**src/hdl/debounced_door_and_service_inputs_defines.svh**
```systemverilog
// ----------------------------------------------------------------------------
// Assertion macros for the door and service input debouncer
// Shared forms for the concurrent checks in the RTL.
// ----------------------------------------------------------------------------
`ifndef DEBOUNCED_DOOR_AND_SERVICE_INPUTS_DEFINES_SVH
`define DEBOUNCED_DOOR_AND_SERVICE_INPUTS_DEFINES_SVH

// Same-cycle implication, disabled during reset
`define DDSI_ASSERT_NOW(label, clk, rst, ante, cons, msg) \
  label: assert property (@(posedge clk) disable iff (rst) (ante) |-> (cons)) \
    else $error(msg);

// Next-cycle implication, disabled during reset
`define DDSI_ASSERT_NEXT(label, clk, rst, ante, cons, msg) \
  label: assert property (@(posedge clk) disable iff (rst) (ante) |=> (cons)) \
    else $error(msg);

`endif

```
**src/hdl/ddsi_pkg.sv**
```systemverilog
// ----------------------------------------------------------------------------
// ddsi_pkg
// Types, codes and the per-input debounce step for the door and service
// input debouncer.
// ----------------------------------------------------------------------------
package ddsi_pkg;

  localparam int unsigned TimeW     = 32;
  localparam int unsigned QDepth    = 4;
  localparam int unsigned QPtrW     = $clog2(QDepth);
  localparam int unsigned QCntW     = $clog2(QDepth + 1);
  localparam logic [TimeW-1:0] DefaultInterval = 32'd50;

  // Input slots
  localparam int unsigned InSvc  = 0;
  localparam int unsigned InSide = 1;
  localparam int unsigned InRear = 2;
  localparam int unsigned InCount = 3;

  typedef enum logic {
    REQ_INIT = 1'b0,
    REQ_POLL = 1'b1
  } req_t;

  typedef enum logic [2:0] {
    EV_INIT_OK     = 3'd0,
    EV_INIT_FAIL   = 3'd1,
    EV_SVC_ON      = 3'd2,
    EV_SVC_OFF     = 3'd3,
    EV_SIDE_OPENED = 3'd4,
    EV_SIDE_CLOSED = 3'd5,
    EV_REAR_OPENED = 3'd6,
    EV_REAR_CLOSED = 3'd7
  } event_t;

  typedef struct packed {
    event_t code;
    logic   last;
  } entry_t;

  typedef struct packed {
    logic             cand;
    logic             stable;
    logic [TimeW-1:0] since;
    logic             changed;
  } deb_t;

  // One debounce step: track the candidate, promote it once held long enough
  function automatic deb_t debounce_step(
    input logic             act,
    input logic             cand,
    input logic             stable,
    input logic [TimeW-1:0] since,
    input logic [TimeW-1:0] now,
    input logic [TimeW-1:0] interval
  );
    deb_t             r;
    logic [TimeW-1:0] elapsed;
    r.cand    = act;
    r.since   = (act != cand) ? now : since;
    elapsed   = now - r.since;
    r.changed = (act != stable) && (elapsed >= interval);
    r.stable  = r.changed ? act : stable;
    return r;
  endfunction

endpackage

```
**src/hdl/debounced_door_and_service_inputs.sv**
```systemverilog
// ----------------------------------------------------------------------------
// debounced_door_and_service_inputs
// Debounces a service switch and two door contacts from timestamped samples
// and reports init status, service mode changes and door events.
// ----------------------------------------------------------------------------
// A sample is taken every cycle unless sample_stall holds it. It is
// registered, then debounced in one pass against the stored stable and
// candidate states (one 32-bit subtract and compare per input), and its
// events are written into a four-entry event queue that feeds the event
// port. Each sample gives zero, one or two events; the event port delivers
// one event per cycle while event_stall is low, and the queue stalls the
// sample port when fewer than two entries are free.
// The debounce interval is written through the configuration port and
// resets to 50 ms.
`include "debounced_door_and_service_inputs_defines.svh"

module debounced_door_and_service_inputs
  import ddsi_pkg::*;
(
  input  logic             clk,
  input  logic             rst,
  // configuration
  input  logic             cfg_valid,
  output logic             cfg_ready,
  input  logic [TimeW-1:0] debounce_interval,
  // sample channel
  input  logic             sample_valid,
  output logic             sample_stall,
  input  logic             req_type,
  input  logic [TimeW-1:0] now_ms,
  input  logic             expander_ok,
  input  logic             service_level,
  input  logic             service_ok,
  input  logic             side_level,
  input  logic             side_ok,
  input  logic             rear_level,
  input  logic             rear_ok,
  // event channel
  output logic             event_valid,
  input  logic             event_stall,
  output logic [2:0]       event_code,
  output logic             last_event
);

  // Configuration and debounce state
  logic [TimeW-1:0] interval;
  logic             ready_flag;
  logic             service_mode;
  logic [InCount-1:0] stable_active;
  logic [InCount-1:0] candidate_active;
  logic [TimeW-1:0]   held_since [InCount];

  // Sample register
  logic             s1_valid;
  req_t             s1_req;
  logic [TimeW-1:0] s1_now;
  logic             s1_exp_ok;
  logic [InCount-1:0] s1_act;
  logic [InCount-1:0] s1_ok;

  // Event queue
  entry_t           queue [QDepth];
  logic [QPtrW-1:0] wr_ptr;
  logic [QPtrW-1:0] rd_ptr;
  logic [QCntW-1:0] count;

  // Next values
  logic               ready_flag_next;
  logic               service_mode_next;
  logic [InCount-1:0] stable_next;
  logic [InCount-1:0] cand_next;
  logic [TimeW-1:0]   since_next [InCount];
  logic [1:0]         push_n;
  entry_t             ent0;
  entry_t             ent1;

  logic advance;
  logic load;
  logic pop;
  logic seed0, seed1, seed2;
  logic svc_new;
  logic side_emit, rear_emit;
  deb_t d_svc, d_side, d_rear;

  assign cfg_ready    = 1'b1;
  assign advance      = s1_valid && (count <= QCntW'(QDepth - 2));
  assign sample_stall = s1_valid && !advance;
  assign load         = sample_valid && !sample_stall;
  assign pop          = event_valid && !event_stall;

  assign event_valid  = (count != '0);
  assign event_code   = queue[rd_ptr].code;
  assign last_event   = queue[rd_ptr].last;

  // Debounce each input from the registered sample
  assign d_svc  = debounce_step(s1_act[InSvc], candidate_active[InSvc], stable_active[InSvc],
                                held_since[InSvc], s1_now, interval);
  assign d_side = debounce_step(s1_act[InSide], candidate_active[InSide],
                                stable_active[InSide], held_since[InSide], s1_now,
                                interval);
  assign d_rear = debounce_step(s1_act[InRear], candidate_active[InRear],
                                stable_active[InRear], held_since[InRear], s1_now,
                                interval);

  // Seed chain for init: stop at the first failed read
  assign seed0 = s1_exp_ok && s1_ok[InSvc];
  assign seed1 = seed0 && s1_ok[InSide];
  assign seed2 = seed1 && s1_ok[InRear];

  // Work out the state update and the events of the registered sample
  always_comb begin
    ready_flag_next   = ready_flag;
    service_mode_next = service_mode;
    stable_next       = stable_active;
    cand_next         = candidate_active;
    for (int k = 0; k < InCount; k++) begin
      since_next[k] = held_since[k];
    end
    push_n    = 2'd0;
    ent0      = '{code: EV_INIT_OK, last: 1'b1};
    ent1      = '{code: EV_INIT_OK, last: 1'b1};
    svc_new   = service_mode;
    side_emit = 1'b0;
    rear_emit = 1'b0;

    if (s1_req == REQ_INIT) begin
      if (seed0) begin
        stable_next[InSvc] = s1_act[InSvc];
        cand_next[InSvc]   = s1_act[InSvc];
        since_next[InSvc]  = s1_now;
      end
      if (seed1) begin
        stable_next[InSide] = s1_act[InSide];
        cand_next[InSide]   = s1_act[InSide];
        since_next[InSide]  = s1_now;
      end
      if (seed2) begin
        stable_next[InRear] = s1_act[InRear];
        cand_next[InRear]   = s1_act[InRear];
        since_next[InRear]  = s1_now;
        service_mode_next   = s1_act[InSvc];
        ready_flag_next     = 1'b1;
      end
      push_n    = 2'd1;
      ent0.code = seed2 ? EV_INIT_OK : EV_INIT_FAIL;
      ent0.last = 1'b1;
    end else if (ready_flag && s1_ok[InSvc]) begin
      // service switch
      stable_next[InSvc] = d_svc.stable;
      cand_next[InSvc]   = d_svc.cand;
      since_next[InSvc]  = d_svc.since;
      svc_new            = d_svc.changed ? s1_act[InSvc] : service_mode;
      service_mode_next  = svc_new;
      // doors: follow the level, report only outside service mode and when the service switch did not change
      if (s1_ok[InSide]) begin
        stable_next[InSide] = d_side.stable;
        cand_next[InSide]   = d_side.cand;
        since_next[InSide]  = d_side.since;
        side_emit           = d_side.changed && !svc_new && !d_svc.changed;
      end
      if (s1_ok[InRear]) begin
        stable_next[InRear] = d_rear.stable;
        cand_next[InRear]   = d_rear.cand;
        since_next[InRear]  = d_rear.since;
        rear_emit           = d_rear.changed && !svc_new && !d_svc.changed;
      end
      // pack events in order: service, side, rear
      push_n = 2'({1'b0, d_svc.changed} + {1'b0, side_emit} + {1'b0, rear_emit});
      priority if (d_svc.changed) begin
        ent0.code = s1_act[InSvc] ? EV_SVC_ON : EV_SVC_OFF;
      end else if (side_emit) begin
        ent0.code = d_side.stable ? EV_SIDE_OPENED : EV_SIDE_CLOSED;
      end else begin
        ent0.code = d_rear.stable ? EV_REAR_OPENED : EV_REAR_CLOSED;
      end
      ent0.last = (push_n == 2'd1);
      ent1.code = d_rear.stable ? EV_REAR_OPENED : EV_REAR_CLOSED;
      ent1.last = 1'b1;
    end
  end

  // Hold configuration and debounce state
  always_ff @(posedge clk) begin
    if (rst) begin
      interval         <= DefaultInterval;
      ready_flag       <= 1'b0;
      service_mode     <= 1'b0;
      stable_active    <= '0;
      candidate_active <= '0;
      for (int k = 0; k < InCount; k++) begin
        held_since[k] <= '0;
      end
    end else begin
      if (cfg_valid && cfg_ready) begin
        interval <= debounce_interval;
      end
      if (advance) begin
        ready_flag       <= ready_flag_next;
        service_mode     <= service_mode_next;
        stable_active    <= stable_next;
        candidate_active <= cand_next;
        for (int k = 0; k < InCount; k++) begin
          held_since[k] <= since_next[k];
        end
      end
    end
  end

  // Sample register: valid bit
  always_ff @(posedge clk) begin
    if (rst) begin
      s1_valid <= 1'b0;
    end else if (load) begin
      s1_valid <= 1'b1;
    end else if (advance) begin
      s1_valid <= 1'b0;
    end
  end

  // Sample register: payload, decoded to active levels
  always_ff @(posedge clk) begin
    if (load) begin
      s1_req          <= req_t'(req_type);
      s1_now          <= now_ms;
      s1_exp_ok       <= expander_ok;
      s1_act[InSvc]   <= !service_level;
      s1_act[InSide]  <= !side_level;
      s1_act[InRear]  <= !rear_level;
      s1_ok[InSvc]    <= service_ok;
      s1_ok[InSide]   <= side_ok;
      s1_ok[InRear]   <= rear_ok;
    end
  end

  // Event queue pointers and fill count
  always_ff @(posedge clk) begin
    if (rst) begin
      wr_ptr <= '0;
      rd_ptr <= '0;
      count  <= '0;
    end else begin
      if (advance) begin
        wr_ptr <= wr_ptr + QPtrW'(push_n);
      end
      if (pop) begin
        rd_ptr <= rd_ptr + QPtrW'(1);
      end
      count <= count + QCntW'(advance ? push_n : 2'd0) - QCntW'(pop);
    end
  end

  // Event queue storage
  always_ff @(posedge clk) begin
    if (advance && (push_n != 2'd0)) begin
      queue[wr_ptr] <= ent0;
    end
    if (advance && (push_n == 2'd2)) begin
      queue[wr_ptr + QPtrW'(1)] <= ent1;
    end
  end

  `DDSI_ASSERT_NOW(a_queue_room, clk, rst, advance, count <= QCntW'(QDepth - 2),
    "event queue advanced without room for two events")
  `DDSI_ASSERT_NOW(a_init_one_event, clk, rst, advance && (s1_req == REQ_INIT),
    push_n == 2'd1 && ent0.last, "init sample did not give exactly one event")
  `DDSI_ASSERT_NOW(a_poll_not_ready, clk, rst,
    advance && (s1_req == REQ_POLL) && !ready_flag, push_n == 2'd0,
    "poll before init gave an event")
  `DDSI_ASSERT_NEXT(a_init_sets_ready, clk, rst,
    advance && (s1_req == REQ_INIT) && seed2, ready_flag,
    "successful init did not set the ready flag")

endmodule
```
**config.mk**
```make
export PLATFORM = sky130hd
export DESIGN_NAME = debounced_door_and_service_inputs
export DESIGN_NICKNAME = d
export VERILOG_FILES = /design/src/hdl/ddsi_pkg.sv /design/src/hdl/debounced_door_and_service_inputs.sv
export VERILOG_INCLUDE_DIRS = /design/src /design/src/hdl
export SDC_FILE = /design/constraint.sdc
export NUM_CORES = 1
export LEC_CHECK = 0
export BUFFER_PORTS_ARGS = -buffer_cell sky130_fd_sc_hd__buf_2
export CORE_MARGIN = 8
export CORE_UTILIZATION = 55
export CTS_CLUSTER_SIZE = 28
export DETAILED_ROUTE_END_ITERATION = 6
export HOLD_SLACK_MARGIN = 0.06
export PLACE_DENSITY = 0.73
export SYNTH_ARGS = -nofsm -noshare
export SYNTH_HDL_FRONTEND = slang
export SYNTH_SLANG_ARGS = --single-unit
```
**constraint.sdc**
```tcl
create_clock -name clk -period 10.05 [get_ports clk]
set_clock_uncertainty 0.05 [all_clocks]
set_input_delay 1.5075 -clock clk [delete_from_list [all_inputs] [get_ports clk]]
set_output_delay 1.5075 -clock clk [all_outputs]
set_load 0.01 [all_outputs]
```
==> results of run 1 <==
## per-stage QoR
stage	cells	util (%)	setup slack, ns
3_3_place_gp	2026	59.0	1.98
6_report	2069	62.3	1.73
5_1_grt	2069	62.3	1.14
2_1_floorplan	1594	-	2.32
3_5_place_dp	2026	59.0	1.83
4_1_cts	2069	62.3	1.80
## how the worst max path moves through the flow
| stage | cells after the start | endpoint | slack, ns | start |
|---|---|---|---|---|
| after floorplan | 35 | count[2] | 2.32 | s1_act[1] |
| after global placement | 34 | count[2] | 1.98 | s1_act[1] |
| after detailed placement | 34 | count[2] | 1.83 | s1_act[1] |
| after CTS | 34 | count[2] | 1.80 | s1_act[1] |
| after global routing | 34 | count[2] | 1.14 | s1_act[1] |
| final | 34 | count[2] | 1.73 | s1_act[1] |
## Yosys cell counts (5+ instances only)
library cell / n
a211oi_1: 12
xnor2_1: 66
buf_1: 6
nand4_1: 22
and4_1: 5
nor2b_1: 25
a221o_1: 8
nand2_1: 70
a211o_1: 5
or3_1: 5
mux2i_1: 118
o22ai_1: 7
dfxtp_1: 54
nor3_1: 17
o21bai_1: 16
and2_1: 13
nand2b_1: 13
a21o_1: 78
o21ai_0: 73
a31oi_1: 10
xor2_1: 30
and3_1: 10
clkbuf_1: 36
a21oi_1: 195
edfxtp_1: 148
inv_1: 68
ha_1: 188
nor2_1: 130
o21ai_1: 19
o211ai_1: 11
nand3_1: 28
o21a_1: 21
## layer usage
| layer | share of wire, % | GRT usage, % | vias up |
|---|---|---|---|
| met2 | 44 | 39.6 | 465 |
| met5 | 0 | 0 | - |
| met1 | 45 | 34.4 | 6111 |
| li1 | - | - | 6171 |
| met3 | 7.9 | 4.09 | 70 |
| met4 | 2.5 | 6.73 | 0 |
## worst reg2reg max path: cells and delay by family (launching register included)
family                   cells  cell delay [ns]
AO/OA/AOI/OAI               14             3.53
adder cells (fa/ha/maj)      7             2.20
AND/OR/NAND/NOR              5             0.69
XOR/XNOR                     4             0.64
buffers and inverters        4             0.60
flip-flops                   1             0.50
## layout make-up
class,count,area [um^2],share of cell area [%]
Multi-Input combinational cell,1277,9550,55.3
Sequential cell,202,5530,32.0
Clock buffer,28,647,3.75
Timing Repair Buffer,99,538,3.12
Tap cell,378,473,2.74
Inverter,70,263,1.52
Clock inverter,15,256,1.49
## kinds of logic (layout without fill, tap and decap cells)
logic type                 after synthesis  after routing  synth area share, %
muxes                                  123            123                 8.30
DFF                                    202            202                 35.8
xor gates and xnor gates                97             97                 5.55
and+or+nand+nor                        357            357                 11.1
adders and majority gates              196            196                 16.0
other                                    1              1               0.0243
AOI/OAI and AO/OA                      503            503                 20.4
buffers and inverters                  115            212                 2.84
## registers in the layout, indices dropped and copies added (netlist names), named ones only
register and cells:
candidate_active 3, count 3, held_since 96, interval 32, queue 16, rd_ptr 2
ready_flag 1, s1_act 3, s1_exp_ok 1, s1_now 32, s1_ok 3, s1_req 1
s1_valid 1, service_mode 1, stable_active 3, wr_ptr 2
## power groups by stage
stage | combinational [W] | sequential (W) | clock, W
3_3_place_gp | 0.00148 | 0.00106 | 0
3_5_place_dp | 0.00152 | 0.00106 | 0
5_1_grt | 0.00173 | 0.00106 | 0.00104
6_report | 0.00154 | 0.00105 | 0.000993
4_1_cts | 0.00153 | 0.00105 | 0.00101
2_1_floorplan | 0.00116 | 0.00104 | 0
==> key figures, run 1 <==
Outcome
  – Status: finished clean

Routing
  – DRC viols: 0
  – Via Count: 12800
  – DRT antenna net count: 0
  – Total Routed Length: 42.1 mm
  – Via/cell ratio: 6.19
  – 1st-pass router iterations: 5
  – 1st-iter DRT viols: 898
  – WL/cell: 20.4 um

Power and ir drop
  – Total power: 0.00358 W
  – P_int: 0.00229 W
  – Max VDD drop: 0.154 mV
  – Sw frac: 36.1%
  – Leakage: 7.43 nW
  – Total net switching power: 0.00129 W
  – Register share of total power: 29.2%
  – Clock Power Share: 27.7%
  – Cell Pwr Density: 208 nW/um^2
  – Logic pwr share: 43.1%

Logic synthesis
  – Syn_nets: 1863
  – Synth async-reset ratio: 0%
  – Number of synthesis warnings: 0
  – Top cell type's share of synthesized area: 28.8%
  – Syn Inst Count: 1594
  – Top cells by area, synth: edfxtp_1, ha_1, mux2i_1
  – Syn_area_per_cell: 9.69 um^2
  – Mapped Area: 15400 um^2
  – Synth Register Bits: 202
  – Synth unique cells: 78
  – Number of synthesized flops with an enable pin: 148
  – Most used DFF post-synth: edfxtp_1
  – Register area share after synthesis: 35.8%
  – Area leader, netlist: edfxtp_1

Timing
  – Setup violators final: 0
  – Max-slew violations: 0
  – Period utilization: 82.8%
  – Worst-margin pin slew: 0.878 ns
  – Slew headroom: 41.5%
  – Setup TNS: 0 ns
  – Final hold slack: 0.440 ns
  – Post-layout min period: 8.32 ns
  – Final number of hold-violating endpoints: 0
  – Fmax: 120 MHz
  – RSZ-0062 raised after global routing: no

Clock network
  – CTS tree: built
  – Clk_lat worst skew: 0.52 ns
  – Clock sink count: 202
  – Clock root cell: clkbuf_16
  – CTS buffer count: 24
  – Deepest clock path buffer count: 3
  – Clock transition at path regs: 0.06 ns
  – Post-cts hold buffer count: 0
  – Post-CTS sizing: 0
  – Post-CTS setup buffer count: 0
  – H-tree Lvls: 1

Placed design
  – Final RePlAce weighted congestion: 0.901
  – Dpl cell area: 16300 um^2
  – IO buf count: 82
  – HPWL after DPL: 31.5 mm

GRT
  – Pin count of the biggest net entering global routing: 83
  – First-pass GRT wire length: 67.4 mm
  – Vias in the first global route: 12500
  – Total grt overflow: 0
  – Initial antenna violation count: 0
  – GR Util All Layers: 24.9%

Worst setup path
  – WP data required: 10.38 ns
  – Most numerous cell on the critical path: ha_1
  – R2R setup slack: 1.73 ns
  – R2R Path End: count[2]
  – Max FO, Critical Path: 23
  – Worst reg-to-reg path cell count: 34
  – Delay-heaviest family, CP: compound AO/OA/AOI/OAI gates
  – Startpoint Class: flip-flop
  – Worst R2R Start: s1_act[1]
  – CP endpoint kind: flip-flop
  – Crit-path max cell delay: 0.50 ns
  – Buffers plus inverters on the worst setup path: 4
  – CP arrival: 8.65 ns
  – Critical path type: flip-flop to flip-flop
  – CP max stage cell: edfxtp_1

Floorplan
  – Die height: 184 um
  – Row count: 61
  – IO Pins: 84
  – DIE AREA: 33700 um^2
  – Core box area: 27700 um^2
  – Die Wd: 184 um
  – Starting Density: 55.7%

Worst hold path
  – Hold Path Sink: interval[17]
  – Hold_sp: interval[17]
  – Worst hold path type: flip-flop to flip-flop
  – WHS Path Cells: 2

Finish
  – Layout area overhead: 11.7%
  – Commonest non-fill, non-tap cell in the layout: a21oi_1
  – Filler instances: 2289
  – Final #Nets: 1943
  – Antenna diodes: 0
  – Share of cells above drive strength 1: 9.40%
  – Most frequent cells in the layout: a21oi_1, ha_1, edfxtp_1
  – Final instance area: 17300 um^2

Run
  – Max-Cap Viols: 0
Note: power is estimated with default switching activity, not from simulation.
==> run 2: changes to the inputs <==
- PLACE_DENSITY: 0.73 -> 0.76
- clock period: 10.05 -> 6.9 ns (I/O delays scaled with it)
==> run 2 against run 1 <==
  * The run now ends with setup timing left
  * Final area up 11%
  * Maximum frequency is 15% higher
  * Register-to-register slack worse by 2.1 ns
  * Die area is the same
  * Cell count grew 10%
  * First-iteration DRC count is 13% higher
  * Clock-buffer cell count up 10
  * Wire length grew 7.4%
  * Clock power increased by 28%
  * Non-clock buffer count up 216
  * Critical path type unchanged
  * Largest power group unchanged
  * Highest routed layer unchanged
==> key figures, run 2 (synthesis gave the netlist of run 1 again) <==
Outcome
  – Status: finished with violations
  – Failing checks: setup timing

Power and ir drop
  – Logic pwr share: 49.3% (+6.2 points)
  – Total power: 0.00550 W (+54%)
  – Cell Pwr Density: 287 nW/um^2 (+38%)
  – P_int: 0.00348 W (+52%)
  – Leakage: 8.53 nW (+15%)
  – Clock Power Share: 23.1% (-4.6 points)
  – Total net switching power: 0.00202 W (+56%)
  – Max VDD drop: 0.241 mV (+56%)
  – Register share of total power: 27.6% (-1.6 points)
  – Sw frac: 36.7% (+0.64 points)

Routing
  – 1st-pass router iterations: 5 (unchanged)
  – Total Routed Length: 45.2 mm (+7.4%)
  – Via/cell ratio: 6.00 (-3.1%)
  – DRC viols: 0 (unchanged)
  – 1st-iter DRT viols: 1012 (+13%)
  – DRT antenna net count: 0 (unchanged)
  – Via Count: 13700 (+7.0%)
  – WL/cell: 19.8 um (-2.8%)

Clock network
  – CTS buffer count: 24 (unchanged)
  – Post-cts hold buffer count: 0 (unchanged)
  – Clock sink count: 202 (unchanged)
  – Clock root cell: clkbuf_16
  – Clock transition at path regs: 0.06 ns (about the same)
  – Deepest clock path buffer count: 3 (unchanged)
  – H-tree Lvls: 1 (unchanged)
  – CTS tree: built
  – Clk_lat worst skew: 0.53 ns (about the same)

Timing
  – Final number of hold-violating endpoints: 0 (unchanged)
  – Setup violators final: 12 (+12)
  – Period utilization: 105% (+22 points)
  – Post-layout min period: 7.26 ns (-1.06 ns)
  – RSZ-0062 raised after global routing: yes
  – Worst-margin pin slew: 0.769 ns (-0.108 ns)
  – Fin worst setup slack: -0.361 ns (-2.09 ns)
  – Slew headroom: 48.7% (+7.2 points)
  – Max-slew violations: 0 (unchanged)
  – Fmax: 138 MHz (+15%)

Worst setup path
  – Delay-heaviest family, CP: compound AO/OA/AOI/OAI gates
  – Most numerous cell on the critical path: buf_4
  – Critical path type: flip-flop to flip-flop
  – Buffers plus inverters on the worst setup path: 11 (+7)
  – CP endpoint kind: flip-flop
  – CP arrival: 7.59 ns (-1.06 ns)
  – WP data required: 7.23 ns (-3.15 ns)
  – Startpoint Class: flip-flop
  – CP max stage cell: fa_1
  – Max FO, Critical Path: 4 (-83%)
  – Crit-path max cell delay: 0.56 ns (+0.06 ns)

Finish
  – Most frequent cells in the layout: buf_4, a21oi_1, ha_1
  – Top Registers: held_since: 96 flops, interval: 32 flops, s1_now: 32 flops
  – Antenna diodes: 0 (unchanged)
  – Filler instances: 2135 (-6.7%)
  – Final #Nets: 2159 (+11%)
  – Final instance area: 19200 um^2 (+11%)
  – Commonest non-fill, non-tap cell in the layout: buf_4
  – Layout area overhead: 24.2%
  – Largest register by flop count: held_since
  – Max reg flops: 96 (unchanged)
  – Share of cells above drive strength 1: 22.7% (+13 points)

GRT
  – Total grt overflow: 0 (unchanged)
  – Pin count of the biggest net entering global routing: 71 (-14%)
  – Initial antenna violation count: 0 (unchanged)
  – GR Util All Layers: 26.1% (+1.2 points)
  – Vias in the first global route: 13600 (+8.9%)
  – First-pass GRT wire length: 70.5 mm (+4.6%)

Floorplan
  – Starting Density: 55.7% (unchanged)
  – Die height: 184 um (unchanged)
  – Row count: 61 (unchanged)
  – Core box area: 27700 um^2 (unchanged)
  – Die Wd: 184 um (unchanged)
  – IO Pins: 84 (unchanged)
  – DIE AREA: 33700 um^2 (unchanged)

Worst hold path
  – Worst hold path type: flip-flop to flip-flop

Placed design
  – IO buf count: 82 (unchanged)
  – HPWL after DPL: 33.7 mm (+6.9%)
  – Final RePlAce weighted congestion: 0.931 (+3.4%)
  – Pre-CTS setup slack: -0.530 ns (-2.36 ns)
  – Dpl cell area: 17900 um^2 (+9.5%)

Run
  – Max-Cap Viols: 0 (unchanged)
-- run 2: final cells by class --
cell class,instances,area [um^2],share of cell area (%)
clock inverter,5,30.0,0.157
tap,378,473,2.47
inverter,70,263,1.37
timing repair buffer,315,2220,11.6
clock buffer,38,767,4.00
sequential,202,5530,28.8
multi-input combinational,1277,9910,51.7
-- run 2: per-stage QoR --
| step | utilization [%] | instances | setup TNS (ns) | hold WS [ns] |
|---|---|---|---|---|
| finish | 69.2 | 2285 | -0.756 | 0.440 |
| CTS | 68.4 | 2279 | -0.489 | 0.436 |
| global placement | 64.6 | 2222 | -0.359 | 0.408 |
| global route | 69.2 | 2285 | -6.96 | 0.453 |
| detailed placement | 64.6 | 2222 | -3.07 | 0.431 |
| floorplan | - | 1594 | -0.196 | 0.398 |
-- run 2: worst reg2reg max path, delay by kind of cell (launching register included) --
family | cells | cell delay [ns]
flops | 1 | 0.47
buf+inv | 11 | 0.97
compound gates | 11 | 2.15
simple gates | 5 | 0.68
fa+ha+maj | 7 | 2.12
xor+xnor | 4 | 0.69
-- run 2: path summary, 6_finish.rpt --
path	start	depth (start not counted)	slack, ns	to
worst min-delay path	interval[26]	2	0.44	interval[26]
worst min register to register	interval[26]	2	0.44	interval[26]
worst max-delay path	s1_act[1]	38	-0.36	count[2]
worst max register to register	s1_act[1]	38	-0.36	count[2]
-- run 2: power by group through the flow --
| stage | combinational [W] | sequential [W] | clock (W) |
|---|---|---|---|
| after floorplan | 0.00172 | 0.00151 | 0 |
| after global placement | 0.00250 | 0.00153 | 0 |
| after detailed placement | 0.00257 | 0.00154 | 0 |
| after CTS | 0.00265 | 0.00152 | 0.00129 |
| after global routing | 0.00298 | 0.00153 | 0.00134 |
| final | 0.00271 | 0.00152 | 0.00127 |
-- run 2: routing by layer --
| metal | routed length [um] | share of wire [%] | global-route usage (%) | vias to the layer above |
|---|---|---|---|---|
| met2 | 21600 | 48 | 44.2 | 482 |
| met4 | 1770 | 3.9 | 10.4 | 0 |
| met5 | 0 | 0 | 0 | - |
| met3 | 2630 | 5.8 | 3.42 | 115 |
| li1 | - | - | - | 6589 |
| met1 | 19300 | 43 | 33.3 | 6527 |
-- run 2: repair_timing --
| action | 4_1_cts | 5_1_grt |
|---|---|---|
| endpoints found under the hold margin | 0 | 0 |
| buffers inserted | 15 | 6 |
| gates resized for setup | 30 | 47 |
| gates cloned | 0 | 0 |
| pin swaps | 19 | 15 |
| endpoints found under the setup margin | 31 | 33 |
==> run 3: changes to the inputs <==
- BUFFER_PORTS_ARGS: -buffer_cell sky130_fd_sc_hd__buf_2 -> unset
- DONT_BUFFER_PORTS: unset -> 1
- PLACE_DENSITY: 0.76 -> unset
- PLACE_DENSITY_LB_ADDON: unset -> 0.15
==> run 3 against run 2 <==
  * The run still ends with setup timing left
  * Critical path depth is 5 lower
  * Largest cell class unchanged
  * Register-to-register slack about the same
  * Power up 2.7%
  * First-iteration DRC count is 9.3% lower
  * Via count decreased by 2.5%
  * Global-route usage about the same
  * Final area shrank 1.3%
==> key figures, run 3 (synthesis gave the netlist of run 1 again) <==
Placed design
  – HPWL after DPL: 34.3 mm (+1.9%)
  – Final RePlAce weighted congestion: 0.948 (+1.8%)
  – IO buf count: 0 (-100%)
  – Placed insts: 2143 (-3.6%)

Power and ir drop
  – Leakage: 8.26 nW (-3.2%)
  – Max VDD drop: 0.254 mV (+5.1%)
  – Cell Pwr Density: 298 nW/um^2 (+4.0%)
  – Total power: 0.00565 W (+2.7%)

Clock network
  – Clock transition at path regs: 0.06 ns (about the same)
  – Deepest clock path buffer count: 3 (unchanged)
  – Post-cts hold buffer count: 0 (unchanged)
  – Clk_lat worst skew: 0.54 ns (about the same)
  – H-tree Lvls: 1 (unchanged)
  – Clock sink count: 202 (unchanged)
  – CTS tree: built
  – Clock root cell: clkbuf_16
  – CTS buffer count: 25 (+4.2%)

Worst setup path
  – CP max stage cell: fa_1
  – Startpoint Class: flip-flop
  – Crit-path max cell delay: 0.54 ns (-0.02 ns)
  – CP arrival: 7.64 ns (+0.05 ns)
  – Max FO, Critical Path: 11 (+7)
  – Most numerous cell on the critical path: a21o_1
  – Critical path type: flip-flop to flip-flop
  – R2R Path End: count[2]
  – Stages on worst setup path: 33 (-13%)
  – Delay-heaviest family, CP: compound AO/OA/AOI/OAI gates
  – Worst R2R Start: s1_act[2]
  – Buffers plus inverters on the worst setup path: 6 (-5)
  – CP endpoint kind: flip-flop
  – WP data required: 7.27 ns (+0.04 ns)
  – R2R setup slack: -0.37 ns (about the same)
  – Worst reg-to-reg path cell count: 33 (-13%)

Finish
  – Top Registers: held_since: 96 flops, interval: 32 flops, s1_now: 32 flops
  – Most frequent cells in the layout: buf_4, a21oi_1, ha_1
  – Filler instances: 2213 (+3.7%)
  – Antenna diodes: 0 (unchanged)
  – Area of the multi-input gates: 9970 um^2 (+0.56%)
  – Largest register by flop count: held_since
  – Final #Nets: 2083 (-3.5%)
  – Max reg flops: 96 (unchanged)
  – Layout area overhead: 22.6%
  – Fin cells: 2211 (-3.2%)
  – Share of cells above drive strength 1: 19.6% (-3.1 points)
  – Reg area: 5530 um^2 (unchanged)
  – Commonest non-fill, non-tap cell in the layout: buf_4

Timing
  – Fin worst setup slack: -0.370 ns (-0.00908 ns)
  – Setup TNS: -0.838 ns (-0.0811 ns)
  – Slew headroom: 48.6% (-0.057 points)
  – Final hold slack: 0.442 ns (+0.00147 ns)
  – Fmax: 138 MHz (-0.12%)
  – Final number of hold-violating endpoints: 0 (unchanged)
  – Worst-margin pin slew: 0.770 ns (+0.000859 ns)
  – Setup violators final: 8 (-4)
  – RSZ-0062 raised after global routing: yes
  – Period utilization: 105% (+0.13 points)
  – Post-layout min period: 7.27 ns (+0.00908 ns)
  – Max-slew violations: 0 (unchanged)

Outcome
  – Status: finished with violations
  – Failing checks: setup timing

Routing
  – DRT antenna net count: 0 (unchanged)
  – DRC viols: 0 (unchanged)
  – Total Routed Length: 45.1 mm (-0.16%)
  – 1st-iter DRT viols: 918 (-9.3%)
  – 1st-pass router iterations: 5 (unchanged)
  – Via/cell ratio: 6.05 (+0.81%)
  – WL/cell: 20.4 um (+3.2%)
  – Via Count: 13400 (-2.5%)

Floorplan
  – Die Wd: 184 um (unchanged)
  – Row count: 61 (unchanged)
  – Core box area: 27700 um^2 (unchanged)
  – IO Pins: 84 (unchanged)
  – DIE AREA: 33700 um^2 (unchanged)
  – Die height: 184 um (unchanged)
  – Starting Density: 55.7% (unchanged)

Worst hold path
  – Worst hold path type: flip-flop to flip-flop
  – WHS Path Cells: 2 (unchanged)
  – Hold Path Sink: interval[22]
  – Hold_sp: interval[22]

GRT
  – GR Util All Layers: 26.1% (about the same)
  – Vias in the first global route: 13200 (-3.3%)
  – Initial antenna violation count: 0 (unchanged)
  – Total grt overflow: 0 (unchanged)
  – First-pass GRT wire length: 69.9 mm (-0.88%)
  – Pin count of the biggest net entering global routing: 70 (-1.4%)

Run
  – Max-Cap Viols: 0 (unchanged)
[run 3: stage by stage]
step | setup slack [ns] | util (%) | cell area (um^2)
6_report | -0.370 | 68.4 | 18900
5_1_grt | -0.575 | 68.4 | 18900
4_1_cts | -0.279 | 67.3 | 18600
3_5_place_dp | -0.597 | 63.3 | 17500
3_3_place_gp | -0.352 | 63.3 | 17500
2_1_floorplan | -0.170 | - | 15500
[run 3: what timing repair did]
| action | 4_1_cts | 5_1_grt |
|---|---|---|
| pin swaps | 17 | 16 |
| setup endpoints to repair | 32 | 33 |
| setup buffers | 17 | 5 |
| gates resized for setup | 27 | 59 |
| hold endpoints to repair | 0 | 0 |
[run 3: cell type report]
cell class              count  area share (%)
well taps                 378            2.50
clock inverters            16            1.15
repair buffers            238            9.73
inverters                  70            1.39
multi-input cells        1277            52.6
clock buffers              30            3.45
flip-flops and latches    202            29.2
[run 3: tightest hold or removal path, stage by stage (launching register included)]
cell and delay (ns):
dfxtp_1 0.32, mux2i_1 0.06, nor2_1 0.07
[run 3: power by group]
group | internal, W | switching (W)
combinational | 0.00130 | 0.00143
clock | 0.000864 | 0.000543
sequential | 0.00143 | 0.0000892
total | 0.00359 | 0.00206
[run 3: how the worst max path moves through the flow]
| stage | startpoint | endpoint |
|---|---|---|
| floorplan | s1_act[1] | count[2] |
| global placement | s1_act[1] | count[2] |
| detailed placement | s1_act[0] | count[2] |
| CTS | s1_act[1] | count[2] |
| global route | s1_act[1] | count[2] |
| finish | s1_act[2] | count[2] |
[run 3: layer usage]
metal	vias to the layer above	track usage, %	share of wire, %
met4	0	10.5	3.8
met1	6402	33.4	43
li1	6447	-	-
met5	-	0	0
met2	432	44.0	47
met3	95	3.48	6.1
